$ cat config.mk
export PLATFORM = sky130hd
export DESIGN_NAME = ascii_range_frame_parser_flat
export DESIGN_NICKNAME = d
export VERILOG_FILES = /design/src/rtl/arfp_pkg.sv /design/src/rtl/arfp_in_if.sv /design/src/rtl/arfp_out_if.sv /design/src/rtl/arfp_dp.sv /design/src/rtl/arfp_ctrl.sv /design/src/rtl/ascii_range_frame_parser.sv /design/src/flat_wrapper.sv
export VERILOG_INCLUDE_DIRS = /design/src /design/src/rtl
export SDC_FILE = /design/constraint.sdc
export NUM_CORES = 1
export LEC_CHECK = 0
export BUFFER_PORTS_ARGS = -buffer_cell sky130_fd_sc_hd__buf_2
export CAP_MARGIN = 40
export CORE_ASPECT_RATIO = 1.75
export CORE_UTILIZATION = 67
export DETAILED_ROUTE_END_ITERATION = 6
export PLACE_DENSITY = 0.84
export SYNTH_ARGS = -nofsm -noshare
export SYNTH_HDL_FRONTEND = slang
export SYNTH_SLANG_ARGS = --single-unit
$ cat constraint.sdc
create_clock -name clk_i -period 5.6 [get_ports clk_i]
set_input_delay 0.56 -clock clk_i [delete_from_list [all_inputs] [get_ports clk_i]]
set_output_delay 0.56 -clock clk_i [all_outputs]
set_load 0.1 [all_outputs]
$ cat src/rtl/ascii_range_frame_parser_assert.svh
// ----------------------------------------------------------------------------
// ascii_range_frame_parser_assert.svh
// Assertion macros for the rangefinder frame parser; empty in synthesis.
// ----------------------------------------------------------------------------
`ifndef ASCII_RANGE_FRAME_PARSER_ASSERT_SVH
`define ASCII_RANGE_FRAME_PARSER_ASSERT_SVH

`ifndef SYNTHESIS

// Checked on every clock edge outside reset.
`define ARFP_ASSERT(lbl, prop, msg) \
  lbl: assert property (@(posedge clk_i) disable iff (!rst_ni) prop) else $error(msg);

// Checked on every clock edge, reset included.
`define ARFP_ASSERT_ALWAYS(lbl, prop, msg) \
  lbl: assert property (@(posedge clk_i) prop) else $error(msg);

`else

`define ARFP_ASSERT(lbl, prop, msg)
`define ARFP_ASSERT_ALWAYS(lbl, prop, msg)

`endif

`endif

$ cat src/rtl/arfp_pkg.sv
// ----------------------------------------------------------------------------
// arfp_pkg
// Types and constants shared by the rangefinder frame parser.
// ----------------------------------------------------------------------------
package arfp_pkg;

  localparam int PORT_IN_W  = 3;
  localparam int BYTE_W     = 8;
  localparam int DIST_W     = 17;
  localparam int CONF_W     = 7;
  localparam int CFG_IDX_W  = 2;
  localparam int CFG_DATA_W = 17;
  localparam int LEN_W      = 3;
  localparam int DIST_CHARS = 5;
  localparam int CONF_CHARS = 2;

  localparam logic [BYTE_W-1:0] CH_SPACE   = 8'h20;
  localparam logic [BYTE_W-1:0] CH_COMMA   = 8'h2C;
  localparam logic [BYTE_W-1:0] CH_NEWLINE = 8'h0A;
  localparam logic [BYTE_W-1:0] CH_MINUS   = 8'h2D;
  localparam logic [BYTE_W-1:0] CH_PLUS    = 8'h2B;
  localparam logic [BYTE_W-1:0] CH_ZERO    = 8'h30;
  localparam logic [BYTE_W-1:0] CH_NINE    = 8'h39;
  localparam logic [BYTE_W-1:0] CH_TAB     = 8'h09;
  localparam logic [BYTE_W-1:0] CH_CR      = 8'h0D;

  localparam logic [DIST_W-1:0] DIST_MIN_RST = 17'd0;
  localparam logic [DIST_W-1:0] DIST_MAX_RST = 17'd99999;
  localparam logic [CONF_W-1:0] CONF_MAX_RST = 7'd99;

  typedef enum logic [CFG_IDX_W-1:0] {
    CFG_DIST_MIN = 2'd0,
    CFG_DIST_MAX = 2'd1,
    CFG_CONF_MAX = 2'd2
  } cfg_reg_e;

  typedef enum logic [1:0] {
    PH_HDR  = 2'd0,
    PH_DIST = 2'd1,
    PH_SEP  = 2'd2,
    PH_CONF = 2'd3
  } phase_e;

  typedef enum logic [1:0] {
    SC_WS   = 2'd0,
    SC_DIG  = 2'd1,
    SC_STOP = 2'd2
  } scan_e;

  typedef enum logic [1:0] {
    ST_IDLE   = 2'd0,
    ST_SCAN_D = 2'd1,
    ST_SCAN_C = 2'd2,
    ST_EMIT   = 2'd3
  } ctrl_state_e;

  typedef struct packed {
    logic take;
    logic start_c;
    logic scan;
    logic load_out;
  } ctrl_cmd_t;

  typedef struct packed {
    logic need_conv;
    logic scan_done;
    logic out_free;
  } dp_status_t;

endpackage

$ cat src/rtl/arfp_in_if.sv
// ----------------------------------------------------------------------------
// arfp_in_if
// Input channel: one received byte and its port index per word.
// ----------------------------------------------------------------------------
interface arfp_in_if;
  logic                              valid;
  logic                              ready;
  logic [arfp_pkg::PORT_IN_W-1:0]    port;
  logic [arfp_pkg::BYTE_W-1:0]       rx_byte;

  modport source (output valid, output port, output rx_byte, input ready);
  modport sink (input valid, input port, input rx_byte, output ready);
endinterface

$ cat src/rtl/arfp_out_if.sv
// ----------------------------------------------------------------------------
// arfp_out_if
// Output channel: one parsed range result per word.
// ----------------------------------------------------------------------------
interface arfp_out_if;
  logic                              valid;
  logic                              ready;
  logic [arfp_pkg::PORT_IN_W-1:0]    out_port;
  logic [arfp_pkg::DIST_W-1:0]       distance;
  logic [arfp_pkg::CONF_W-1:0]       confidence;
  logic                              in_range;

  modport source (output valid, output out_port, output distance, output confidence,
                  output in_range, input ready);
  modport sink (input valid, input out_port, input distance, input confidence,
                input in_range, output ready);
endinterface

$ cat src/rtl/arfp_dp.sv
// ----------------------------------------------------------------------------
// arfp_dp
// Datapath: per-port frame state, byte buffer, serial number scanner,
// limit check and output register.
// ----------------------------------------------------------------------------
module arfp_dp #(
  parameter int PORTS    = 2,
  parameter int BUF_SIZE = 32
) (
  input  logic                                 clk_i,
  input  logic                                 rst_ni,
  input  arfp_pkg::ctrl_cmd_t                  cmd_i,
  output arfp_pkg::dp_status_t                 sts_o,
  input  logic [arfp_pkg::PORT_IN_W-1:0]       port_i,
  input  logic [arfp_pkg::BYTE_W-1:0]          rx_byte_i,
  input  logic                                 cfg_we_i,
  input  logic [arfp_pkg::CFG_IDX_W-1:0]       cfg_idx_i,
  input  logic [arfp_pkg::CFG_DATA_W-1:0]      cfg_data_i,
  output logic                                 out_valid_o,
  input  logic                                 out_ready_i,
  output logic [arfp_pkg::PORT_IN_W-1:0]       out_port_o,
  output logic [arfp_pkg::DIST_W-1:0]          distance_o,
  output logic [arfp_pkg::CONF_W-1:0]          confidence_o,
  output logic                                 in_range_o
);

  localparam int PORT_W    = (PORTS > 1) ? $clog2(PORTS) : 1;
  localparam int IDX_W     = $clog2(BUF_SIZE);
  localparam int CNT_W     = $clog2(BUF_SIZE + 1);
  localparam int ADDR_W    = PORT_W + IDX_W;
  localparam int MEM_DEPTH = 1 << ADDR_W;
  localparam int DW        = arfp_pkg::DIST_W;
  localparam int LW        = arfp_pkg::LEN_W;

  // configuration
  logic [DW-1:0]                   dist_min_q, dist_max_q;
  logic [arfp_pkg::CONF_W-1:0]     conf_max_q;

  // per-port frame state
  arfp_pkg::phase_e                phase_q [PORTS];
  logic [CNT_W-1:0]                count_q [PORTS];
  logic [IDX_W-1:0]                comma_q [PORTS];

  logic [arfp_pkg::BYTE_W-1:0]     mem [MEM_DEPTH];

  logic [PORT_W-1:0]               pi;
  logic                            port_ok, full, need_conv, wr_en;
  arfp_pkg::phase_e                cur_ph, nx_ph;
  logic [CNT_W-1:0]                cur_cnt, nx_cnt, cnt_inc, cdiff;
  logic [IDX_W-1:0]                cur_cm, nx_cm, cm1, cbase;
  logic [LW-1:0]                   dlen, clen;

  // conversion state
  logic [PORT_W-1:0]               conv_port_q;
  logic [IDX_W-1:0]                c_base_q, base_q;
  logic [LW-1:0]                   c_len_q, len_q, idx_q;
  logic                            rd_en, rd_pend_q;
  logic [ADDR_W-1:0]               rd_addr;
  logic [arfp_pkg::BYTE_W-1:0]     rd_data_q;
  arfp_pkg::scan_e                 sc_st_q, sc_st_d;
  logic [DW-1:0]                   acc_q, acc_d, acc_x10, d_val_q;
  logic                            neg_q, neg_d, d_neg_q;
  logic                            is_ws, is_dig, d_ok, c_ok, ok;
  logic [3:0]                      dig;

  assign pi      = port_i[PORT_W-1:0];
  assign port_ok = {1'b0, port_i} < (arfp_pkg::PORT_IN_W + 1)'(PORTS);

  assign cur_ph  = phase_q[pi];
  assign cur_cnt = count_q[pi];
  assign cur_cm  = comma_q[pi];
  assign full    = cur_cnt >= CNT_W'(BUF_SIZE);
  assign cnt_inc = cur_cnt + 1'b1;
  assign wr_en   = cmd_i.take && port_ok && !full;

  // frame phase update for the addressed port
  always_comb begin
    nx_ph     = cur_ph;
    nx_cnt    = cur_cnt;
    nx_cm     = cur_cm;
    need_conv = 1'b0;
    if (full) begin
      nx_ph  = arfp_pkg::PH_HDR;
      nx_cnt = '0;
      nx_cm  = '0;
    end else begin
      case (cur_ph)
        arfp_pkg::PH_HDR: begin
          if (rx_byte_i == arfp_pkg::CH_SPACE) begin
            nx_ph  = arfp_pkg::PH_DIST;
            nx_cnt = CNT_W'(1);
          end else begin
            nx_cnt = '0;
          end
        end
        arfp_pkg::PH_DIST: begin
          nx_cnt = cnt_inc;
          if (rx_byte_i == arfp_pkg::CH_COMMA) begin
            nx_ph = arfp_pkg::PH_SEP;
            nx_cm = cur_cnt[IDX_W-1:0];
          end
        end
        arfp_pkg::PH_SEP: begin
          if (rx_byte_i == arfp_pkg::CH_SPACE) begin
            nx_ph  = arfp_pkg::PH_CONF;
            nx_cnt = cnt_inc;
          end else begin
            nx_ph  = arfp_pkg::PH_HDR;
            nx_cnt = '0;
            nx_cm  = '0;
          end
        end
        default: begin
          nx_cnt = cnt_inc;
          if (rx_byte_i == arfp_pkg::CH_NEWLINE) begin
            need_conv = port_ok;
            nx_ph     = arfp_pkg::PH_HDR;
            nx_cnt    = '0;
            nx_cm     = '0;
          end
        end
      endcase
    end
  end

  // field extents: distance from index one, confidence after ", "
  assign cm1   = cur_cm - 1'b1;
  assign dlen  = (cm1 > IDX_W'(arfp_pkg::DIST_CHARS)) ? LW'(arfp_pkg::DIST_CHARS) : LW'(cm1);
  assign cbase = cur_cm + IDX_W'(2);
  assign cdiff = cur_cnt - CNT_W'(cur_cm) - CNT_W'(2);
  assign clen  = (cdiff > CNT_W'(arfp_pkg::CONF_CHARS)) ? LW'(arfp_pkg::CONF_CHARS)
                                                         : LW'(cdiff);

  always_ff @(posedge clk_i or negedge rst_ni) begin
    if (!rst_ni) begin
      for (int i = 0; i < PORTS; i++) begin
        phase_q[i] <= arfp_pkg::PH_HDR;
        count_q[i] <= '0;
        comma_q[i] <= '0;
      end
    end else if (cmd_i.take && port_ok) begin
      phase_q[pi] <= nx_ph;
      count_q[pi] <= nx_cnt;
      comma_q[pi] <= nx_cm;
    end
  end

  always_ff @(posedge clk_i or negedge rst_ni) begin
    if (!rst_ni) begin
      dist_min_q <= arfp_pkg::DIST_MIN_RST;
      dist_max_q <= arfp_pkg::DIST_MAX_RST;
      conf_max_q <= arfp_pkg::CONF_MAX_RST;
    end else if (cfg_we_i) begin
      case (cfg_idx_i)
        arfp_pkg::CFG_DIST_MIN: dist_min_q <= cfg_data_i[DW-1:0];
        arfp_pkg::CFG_DIST_MAX: dist_max_q <= cfg_data_i[DW-1:0];
        arfp_pkg::CFG_CONF_MAX: conf_max_q <= cfg_data_i[arfp_pkg::CONF_W-1:0];
        default: ;
      endcase
    end
  end

  // byte buffer: one write port for arriving bytes, one registered read port
  assign rd_en   = cmd_i.scan && (idx_q != len_q);
  assign rd_addr = {conv_port_q, base_q + IDX_W'(idx_q)};

  always_ff @(posedge clk_i) begin
    if (wr_en) begin
      mem[{pi, cur_cnt[IDX_W-1:0]}] <= rx_byte_i;
    end
    if (rd_en) begin
      rd_data_q <= mem[rd_addr];
    end
  end

  // scanner: whitespace, optional sign, then digits until a non-digit
  assign is_ws   = (rd_data_q == arfp_pkg::CH_SPACE) ||
                   ((rd_data_q >= arfp_pkg::CH_TAB) && (rd_data_q <= arfp_pkg::CH_CR));
  assign is_dig  = (rd_data_q >= arfp_pkg::CH_ZERO) && (rd_data_q <= arfp_pkg::CH_NINE);
  assign dig     = 4'(rd_data_q - arfp_pkg::CH_ZERO);
  assign acc_x10 = {acc_q[DW-4:0], 3'b000} + {acc_q[DW-2:0], 1'b0} + DW'(dig);

  always_comb begin
    sc_st_d = sc_st_q;
    acc_d   = acc_q;
    neg_d   = neg_q;
    if ((cmd_i.take && need_conv) || cmd_i.start_c) begin
      sc_st_d = arfp_pkg::SC_WS;
      acc_d   = '0;
      neg_d   = 1'b0;
    end else if (rd_pend_q) begin
      case (sc_st_q)
        arfp_pkg::SC_WS: begin
          if (is_ws) begin
            sc_st_d = arfp_pkg::SC_WS;
          end else if (rd_data_q == arfp_pkg::CH_MINUS) begin
            neg_d   = 1'b1;
            sc_st_d = arfp_pkg::SC_DIG;
          end else if (rd_data_q == arfp_pkg::CH_PLUS) begin
            sc_st_d = arfp_pkg::SC_DIG;
          end else if (is_dig) begin
            acc_d   = DW'(dig);
            sc_st_d = arfp_pkg::SC_DIG;
          end else begin
            sc_st_d = arfp_pkg::SC_STOP;
          end
        end
        arfp_pkg::SC_DIG: begin
          if (is_dig) begin
            acc_d = acc_x10;
          end else begin
            sc_st_d = arfp_pkg::SC_STOP;
          end
        end
        default: sc_st_d = arfp_pkg::SC_STOP;
      endcase
    end
  end

  always_ff @(posedge clk_i or negedge rst_ni) begin
    if (!rst_ni) begin
      sc_st_q   <= arfp_pkg::SC_STOP;
      idx_q     <= '0;
      len_q     <= '0;
      rd_pend_q <= 1'b0;
    end else begin
      sc_st_q   <= sc_st_d;
      rd_pend_q <= rd_en;
      if (cmd_i.take && need_conv) begin
        idx_q <= '0;
        len_q <= dlen;
      end else if (cmd_i.start_c) begin
        idx_q <= '0;
        len_q <= c_len_q;
      end else if (rd_en) begin
        idx_q <= idx_q + 1'b1;
      end
    end
  end

  always_ff @(posedge clk_i) begin
    acc_q <= acc_d;
    neg_q <= neg_d;
    if (cmd_i.take && need_conv) begin
      conv_port_q <= pi;
      c_base_q    <= cbase;
      c_len_q     <= clen;
      base_q      <= IDX_W'(1);
    end
    if (cmd_i.start_c) begin
      d_val_q <= acc_q;
      d_neg_q <= neg_q;
      base_q  <= c_base_q;
    end
  end

  // limit check: a signed value of zero still counts as zero
  assign d_ok = !(d_neg_q && (d_val_q != '0)) && (d_val_q >= dist_min_q) &&
                (d_val_q <= dist_max_q);
  assign c_ok = !(neg_q && (acc_q != '0)) && (acc_q <= DW'(conf_max_q));
  assign ok   = d_ok && c_ok;

  always_ff @(posedge clk_i or negedge rst_ni) begin
    if (!rst_ni) begin
      out_valid_o <= 1'b0;
    end else if (cmd_i.load_out) begin
      out_valid_o <= 1'b1;
    end else if (out_ready_i) begin
      out_valid_o <= 1'b0;
    end
  end

  always_ff @(posedge clk_i) begin
    if (cmd_i.load_out) begin
      out_port_o   <= arfp_pkg::PORT_IN_W'(conv_port_q);
      distance_o   <= ok ? d_val_q : '0;
      confidence_o <= ok ? arfp_pkg::CONF_W'(acc_q) : '0;
      in_range_o   <= ok;
    end
  end

  assign sts_o.need_conv = need_conv;
  assign sts_o.scan_done = (idx_q == len_q) && !rd_pend_q;
  assign sts_o.out_free  = !out_valid_o || out_ready_i;

endmodule

$ cat src/rtl/arfp_ctrl.sv
// ----------------------------------------------------------------------------
// arfp_ctrl
// Controller: accepts bytes, sequences the two number scans and the result.
// ----------------------------------------------------------------------------
`include "ascii_range_frame_parser_assert.svh"

module arfp_ctrl (
  input  logic                  clk_i,
  input  logic                  rst_ni,
  input  logic                  in_valid_i,
  output logic                  in_ready_o,
  input  arfp_pkg::dp_status_t  sts_i,
  output arfp_pkg::ctrl_cmd_t   cmd_o
);

  arfp_pkg::ctrl_state_e st_q, st_d;

  always_ff @(posedge clk_i or negedge rst_ni) begin
    if (!rst_ni) begin
      st_q <= arfp_pkg::ST_IDLE;
    end else begin
      st_q <= st_d;
    end
  end

  always_comb begin
    st_d = st_q;
    case (st_q)
      arfp_pkg::ST_IDLE: begin
        if (in_valid_i && sts_i.need_conv) begin
          st_d = arfp_pkg::ST_SCAN_D;
        end
      end
      arfp_pkg::ST_SCAN_D: begin
        if (sts_i.scan_done) begin
          st_d = arfp_pkg::ST_SCAN_C;
        end
      end
      arfp_pkg::ST_SCAN_C: begin
        if (sts_i.scan_done) begin
          st_d = arfp_pkg::ST_EMIT;
        end
      end
      arfp_pkg::ST_EMIT: begin
        // hold until the output register is free
        if (sts_i.out_free) begin
          st_d = arfp_pkg::ST_IDLE;
        end
      end
      default: st_d = arfp_pkg::ST_IDLE;
    endcase
  end

  always_comb begin
    in_ready_o     = 1'b0;
    cmd_o          = '0;
    case (st_q)
      arfp_pkg::ST_IDLE: begin
        in_ready_o = 1'b1;
        cmd_o.take = in_valid_i;
      end
      arfp_pkg::ST_SCAN_D: begin
        cmd_o.scan    = 1'b1;
        cmd_o.start_c = sts_i.scan_done;
      end
      arfp_pkg::ST_SCAN_C: begin
        cmd_o.scan = 1'b1;
      end
      arfp_pkg::ST_EMIT: begin
        cmd_o.load_out = sts_i.out_free;
      end
      default: ;
    endcase
  end

  `ARFP_ASSERT(a_conv_starts_scan, (cmd_o.take && sts_i.need_conv) |=> (st_q == arfp_pkg::ST_SCAN_D), "newline word did not start a scan")
  `ARFP_ASSERT(a_conf_after_dist, (st_q == arfp_pkg::ST_SCAN_C) |-> ($past(st_q) == arfp_pkg::ST_SCAN_D || $past(st_q) == arfp_pkg::ST_SCAN_C), "confidence scan without distance scan")
  `ARFP_ASSERT(a_emit_returns_idle, (st_q == arfp_pkg::ST_EMIT && sts_i.out_free) |=> (st_q == arfp_pkg::ST_IDLE && !cmd_o.load_out), "result load not followed by idle")
  `ARFP_ASSERT_ALWAYS(a_reset_idle, !rst_ni |-> (st_q == arfp_pkg::ST_IDLE && !cmd_o.scan), "controller busy in reset")

endmodule

$ cat src/rtl/ascii_range_frame_parser.sv
// ----------------------------------------------------------------------------
// ascii_range_frame_parser
// Per-port parser for " <distance>, <confidence>\n" rangefinder text frames.
// ----------------------------------------------------------------------------
//  channel  dir  handshake    payload
//  in_if    in   valid/ready  port[2:0], rx_byte[7:0]
//  out_if   out  valid/ready  out_port[2:0], distance[16:0], confidence[6:0], in_range
//  cfg      in   cfg_we_i     cfg_idx_i[1:0], cfg_data_i[16:0]
//
//  Every byte except a frame-closing newline is accepted while the controller
//  stays idle. A closing newline is accepted, then holds the input while the
//  single buffer read port walks the stored characters one per cycle through a
//  shared decimal scanner, first for the distance field and then for the
//  confidence field, and until the result is loaded into the result register.
//  Reset clears all port phases and counts and loads the default limits;
//  the byte buffer is not cleared, so no clearing pass runs.
//  The result register holds a word under stall; bytes keep flowing while it
//  waits, but a closing newline then holds the input until the register frees.
// ----------------------------------------------------------------------------
module ascii_range_frame_parser #(
  parameter int PORTS    = 2,
  parameter int BUF_SIZE = 32
) (
  input  logic                             clk_i,
  input  logic                             rst_ni,
  arfp_in_if.sink                          in_if,
  arfp_out_if.source                       out_if,
  input  logic                             cfg_we_i,
  input  logic [arfp_pkg::CFG_IDX_W-1:0]   cfg_idx_i,
  input  logic [arfp_pkg::CFG_DATA_W-1:0]  cfg_data_i
);

  arfp_pkg::ctrl_cmd_t  cmd;
  arfp_pkg::dp_status_t sts;
  logic                 in_ready;

  assign in_if.ready = in_ready;

  arfp_ctrl u_ctrl (
    .clk_i      (clk_i),
    .rst_ni     (rst_ni),
    .in_valid_i (in_if.valid),
    .in_ready_o (in_ready),
    .sts_i      (sts),
    .cmd_o      (cmd)
  );

  arfp_dp #(
    .PORTS    (PORTS),
    .BUF_SIZE (BUF_SIZE)
  ) u_dp (
    .clk_i        (clk_i),
    .rst_ni       (rst_ni),
    .cmd_i        (cmd),
    .sts_o        (sts),
    .port_i       (in_if.port),
    .rx_byte_i    (in_if.rx_byte),
    .cfg_we_i     (cfg_we_i),
    .cfg_idx_i    (cfg_idx_i),
    .cfg_data_i   (cfg_data_i),
    .out_valid_o  (out_if.valid),
    .out_ready_i  (out_if.ready),
    .out_port_o   (out_if.out_port),
    .distance_o   (out_if.distance),
    .confidence_o (out_if.confidence),
    .in_range_o   (out_if.in_range)
  );

endmodule

$ cat src/flat_wrapper.sv
// flat-port wrapper written by rule: the top's interface ports become plain ports
module ascii_range_frame_parser_flat 
#(
  parameter int PORTS    = 2,
  parameter int BUF_SIZE = 32
)
  (clk_i, rst_ni, cfg_we_i, cfg_idx_i, cfg_data_i, in_if_valid, in_if_port, in_if_rx_byte, in_if_ready, out_if_valid, out_if_out_port, out_if_distance, out_if_confidence, out_if_in_range, out_if_ready);
  arfp_in_if in_if_i ();
  arfp_out_if out_if_i ();
  input  logic clk_i;
  input  logic rst_ni;
  input  logic cfg_we_i;
  input  logic [arfp_pkg::CFG_IDX_W-1:0] cfg_idx_i;
  input  logic [arfp_pkg::CFG_DATA_W-1:0] cfg_data_i;
  input wire logic [$bits(in_if_i.valid)-1:0] in_if_valid;
  input wire logic [$bits(in_if_i.port)-1:0] in_if_port;
  input wire logic [$bits(in_if_i.rx_byte)-1:0] in_if_rx_byte;
  output wire logic [$bits(in_if_i.ready)-1:0] in_if_ready;
  output wire logic [$bits(out_if_i.valid)-1:0] out_if_valid;
  output wire logic [$bits(out_if_i.out_port)-1:0] out_if_out_port;
  output wire logic [$bits(out_if_i.distance)-1:0] out_if_distance;
  output wire logic [$bits(out_if_i.confidence)-1:0] out_if_confidence;
  output wire logic [$bits(out_if_i.in_range)-1:0] out_if_in_range;
  input wire logic [$bits(out_if_i.ready)-1:0] out_if_ready;
  assign in_if_i.valid = in_if_valid;
  assign in_if_i.port = in_if_port;
  assign in_if_i.rx_byte = in_if_rx_byte;
  assign in_if_ready = in_if_i.ready;
  assign out_if_valid = out_if_i.valid;
  assign out_if_out_port = out_if_i.out_port;
  assign out_if_distance = out_if_i.distance;
  assign out_if_confidence = out_if_i.confidence;
  assign out_if_in_range = out_if_i.in_range;
  assign out_if_i.ready = out_if_ready;
  ascii_range_frame_parser #(.PORTS(PORTS), .BUF_SIZE(BUF_SIZE)) u_core (.clk_i(clk_i), .rst_ni(rst_ni), .in_if(in_if_i), .out_if(out_if_i), .cfg_we_i(cfg_we_i), .cfg_idx_i(cfg_idx_i), .cfg_data_i(cfg_data_i));
endmodule
==> flow_metrics.tcl <==
set metrics [dict create \
    fmax_mhz 252 \
    crit_type "reg -> reg" \
    pin_count 65 \
    drc 0 \
    io_buffers 62 \
    synthFlopType "edfxtp_1" \
    cp-start-kind "flop" \
    syn_area_um2 28800 \
    r2r_setup_slack_ps 1630 \
    async_flop_share_pct 11.7 \
    antenna_left 0 \
    synth_edf_count 578 \
    grt_pass1_wl_um 104000 \
    status "completed" \
    syn_to_final_growth_pct 10.7 \
    dpl.hpwl_um 45200 \
    num_vias 16200 \
    power.leakage_nw 11.2 \
    final_cells 2400 \
    grt_max_degree 66 \
    cpPeakStageDelay_ps 990 \
    min_period_ps 3970 \
    tritoncts "yes" \
    grt_usage_pct 33.8 \
    final_common_cell "edfxtp_1" \
    p_per_area_nw_per_um2 496 \
    cp_top_family "adder cells" \
    ys_ff_latch 675 \
    finalSetupViolCount 0 \
    clkSlewWorstSetupHoldPaths_ps 70 \
    critPathRequiredTime_ps 5920 \
    cts_root_buffer "clkbuf_16" \
    yosysSeqAreaShare_pct 68.5 \
    final_cell_mix "edfxtp_1, mux4_2, nand2_1, nor2_1, ha_1" \
    fp-row-count 100 \
    routed_wl_um 70400 \
    cts_made_buffers 56 \
    overflow 0 \
    hp-class "in -> reg" \
    post_drt_via_cell_ratio 6.73 \
    nets 1920 \
    path_cells "ha_4 -> fa_4 -> buf_16 -> buf_4 -> mux4_2 -> mux4_2 -> a22oi_1 -> nand2_1" \
    grt_pass1_vias 16800 \
    yosys-top-cells-area "edfxtp_1, mux4_2, dfrtp_1" \
    cpMostUsedCell "mux4_2" \
    post-place-ws_ps 1600 \
    die_area_um2 43800 \
    synth_top_area_cell "edfxtp_1" \
    fin_ws_ps 1630 \
    clock_path_buffers 3 \
    cp_slowest_cell "fa_4" \
    dp.cells 2285 \
    drv_cap 0 \
    yosysUniqueCellTypes 69 \
    dieWidth_um 159 \
    syn_area_per_cell_um2 17.2 \
    final.setup.tns_ps 0 \
    crit_buf_inv 2 \
    firstDrtPassIters 6 \
    fp.coreArea_um2 42400 \
    worst_pin_slew_ps 966 \
    syn_inst 1676 \
    wl_per_cell_um 29.3 \
    rsz0062_at_grt "false" \
    drt_iter0_drc 1493 \
    yosys_warnings 0 \
    clk_latency_ps 620 \
    end_kind "flop" \
    h-tree-depth 2 \
    fp.dieH_um 276 \
    hold_viol 0 \
    start_util_pct 67.8 \
    fillers 2305 \
    cp_max_fo 49 \
    clkSinkCount 675 \
    antenna_found_initial 2 \
    drive_gt1_share_pct 22.8 \
    relSlewSlack_pct 35.4 \
    postCtsSetupBuffers 0 \
    gp_congestion 0.876 \
    synth.top_cell.area_share_pct 60.3 \
    arrival_ps 4290 \
    skew_ps 26.2 \
    drv_slew 0 \
    peakVddDrop_v 0.000462 \
    post-route-period-util_pct 70.8 \
]
-- cells in the mapped netlist, types with 5 or more instances --
master,instances
edfxtp_1,578
mux4_2,160
nand2_1,113
nor2_1,111
ha_1,92
inv_1,68
dfrtp_1,64
a21oi_1,41
o21ai_0,36
and2_1,34
clkbuf_1,30
mux2_2,26
a21o_1,23
xnor2_1,23
nand3_1,22
dfxtp_1,18
a22oi_1,17
dfstp_2,15
o21ai_1,13
a31oi_1,12
buf_2,12
buf_4,11
mux2i_1,11
nand2b_1,11
o221ai_1,10
nor2b_1,8
nor3_1,8
a211oi_1,7
nand4_1,7
xor2_1,7
and4_1,6
nor4_1,6
o31ai_1,5
-- tightest hold or removal path, stage by stage --
cell and delay, ps:
buf_2 90, nand2_1 40, o21ai_0 50
-- flip-flops by register name (all words and copies together) (netlist names), 4 cells and up --
name,count
u_core.u_dp.acc_q,17
u_core.u_dp.base_q,5
u_core.u_dp.c_base_q,5
u_core.u_dp.comma_q,10
u_core.u_dp.conf_max_q,7
u_core.u_dp.confidence_o,7
u_core.u_dp.count_q,12
u_core.u_dp.d_val_q,17
u_core.u_dp.dist_max_q,17
u_core.u_dp.dist_min_q,17
u_core.u_dp.distance_o,17
u_core.u_dp.mem,512
u_core.u_dp.phase_q,4
u_core.u_dp.rd_data_q,8
-- logic make-up after synthesis --
family / share of synthesized area, %
flip-flops: 68.5
AND/OR/NAND/NOR: 5.90
multiplexers: 14.2
AO/OA/AOI/OAI: 4.22
buffers and inverters: 1.93
adder cells (fa/ha/maj): 4.28
XOR/XNOR: 0.913
other: 0.0130
-- per-stage QoR --
stage | area [um2] | utilization, % | power [mW] | hold slack (ps)
2_1_floorplan | 28800 | - | 10.3 | 264
3_3_place_gp | 29800 | 70.2 | 11.5 | 442
3_5_place_dp | 30000 | 70.6 | 11.8 | 452
4_1_cts | 31800 | 75.0 | 15.8 | 166
5_1_grt | 31800 | 75.1 | 16.3 | 196
6_report | 31900 | 75.1 | 15.8 | 181
-- per-layer routing --
metal  vias up  part of all wire [%]  track usage (%)
met4         2                   8.5             24.6
met3       300                   6.8             5.94
met2       916                    54             59.4
met1      8147                    31             35.9
li1       6787                     -                -
met5         -                 0.013                0
-- worst paths after layout --
| path | to | start | cells after the start |
|---|---|---|---|
| worst max-delay path | u_core.u_dp.rd_data_q[6] | u_core.u_dp.idx_q[0] | 8 |
| worst min-delay path | u_core.u_dp.dist_min_q[10] | cfg_data_i[10] | 3 |
| worst max register to register | u_core.u_dp.rd_data_q[6] | u_core.u_dp.idx_q[0] | 8 |
| worst min register to register | u_core.u_dp.d_val_q[16] | u_core.u_dp.acc_q[16] | 0 |
| max in group asynchronous | u_core.u_dp.dist_max_q[14] | rst_ni | 3 |
| min in group asynchronous | u_core.u_dp.phase_q[2] | rst_ni | 2 |
-- final cells by class --
type                            instances  area (um2)  share of cell area [%]
Clock inverter                         37         339                    1.06
Inverter                               70         263                   0.825
Multi-Input combinational cell        874        8570                    26.9
Antenna cell                            2        5.00                  0.0157
Tap cell                              561         702                    2.20
Clock buffer                           69        1500                    4.71
Sequential cell                       675       19700                    61.9
Timing Repair Buffer                  112         763                    2.40
-- power by group --
| group | total (mW) | switching, mW | internal [mW] |
|---|---|---|---|
| sequential | 6.08 | 0.268 | 5.81 |
| combinational | 5.81 | 3.21 | 2.60 |
| clock | 3.91 | 1.80 | 2.11 |
-- timing repair --
item                      4_1_cts  5_1_grt
hold endpoints to repair       27        0
gates resized for setup         0        0
hold buffers                    1        0
(Power assumes the default switching activity.)
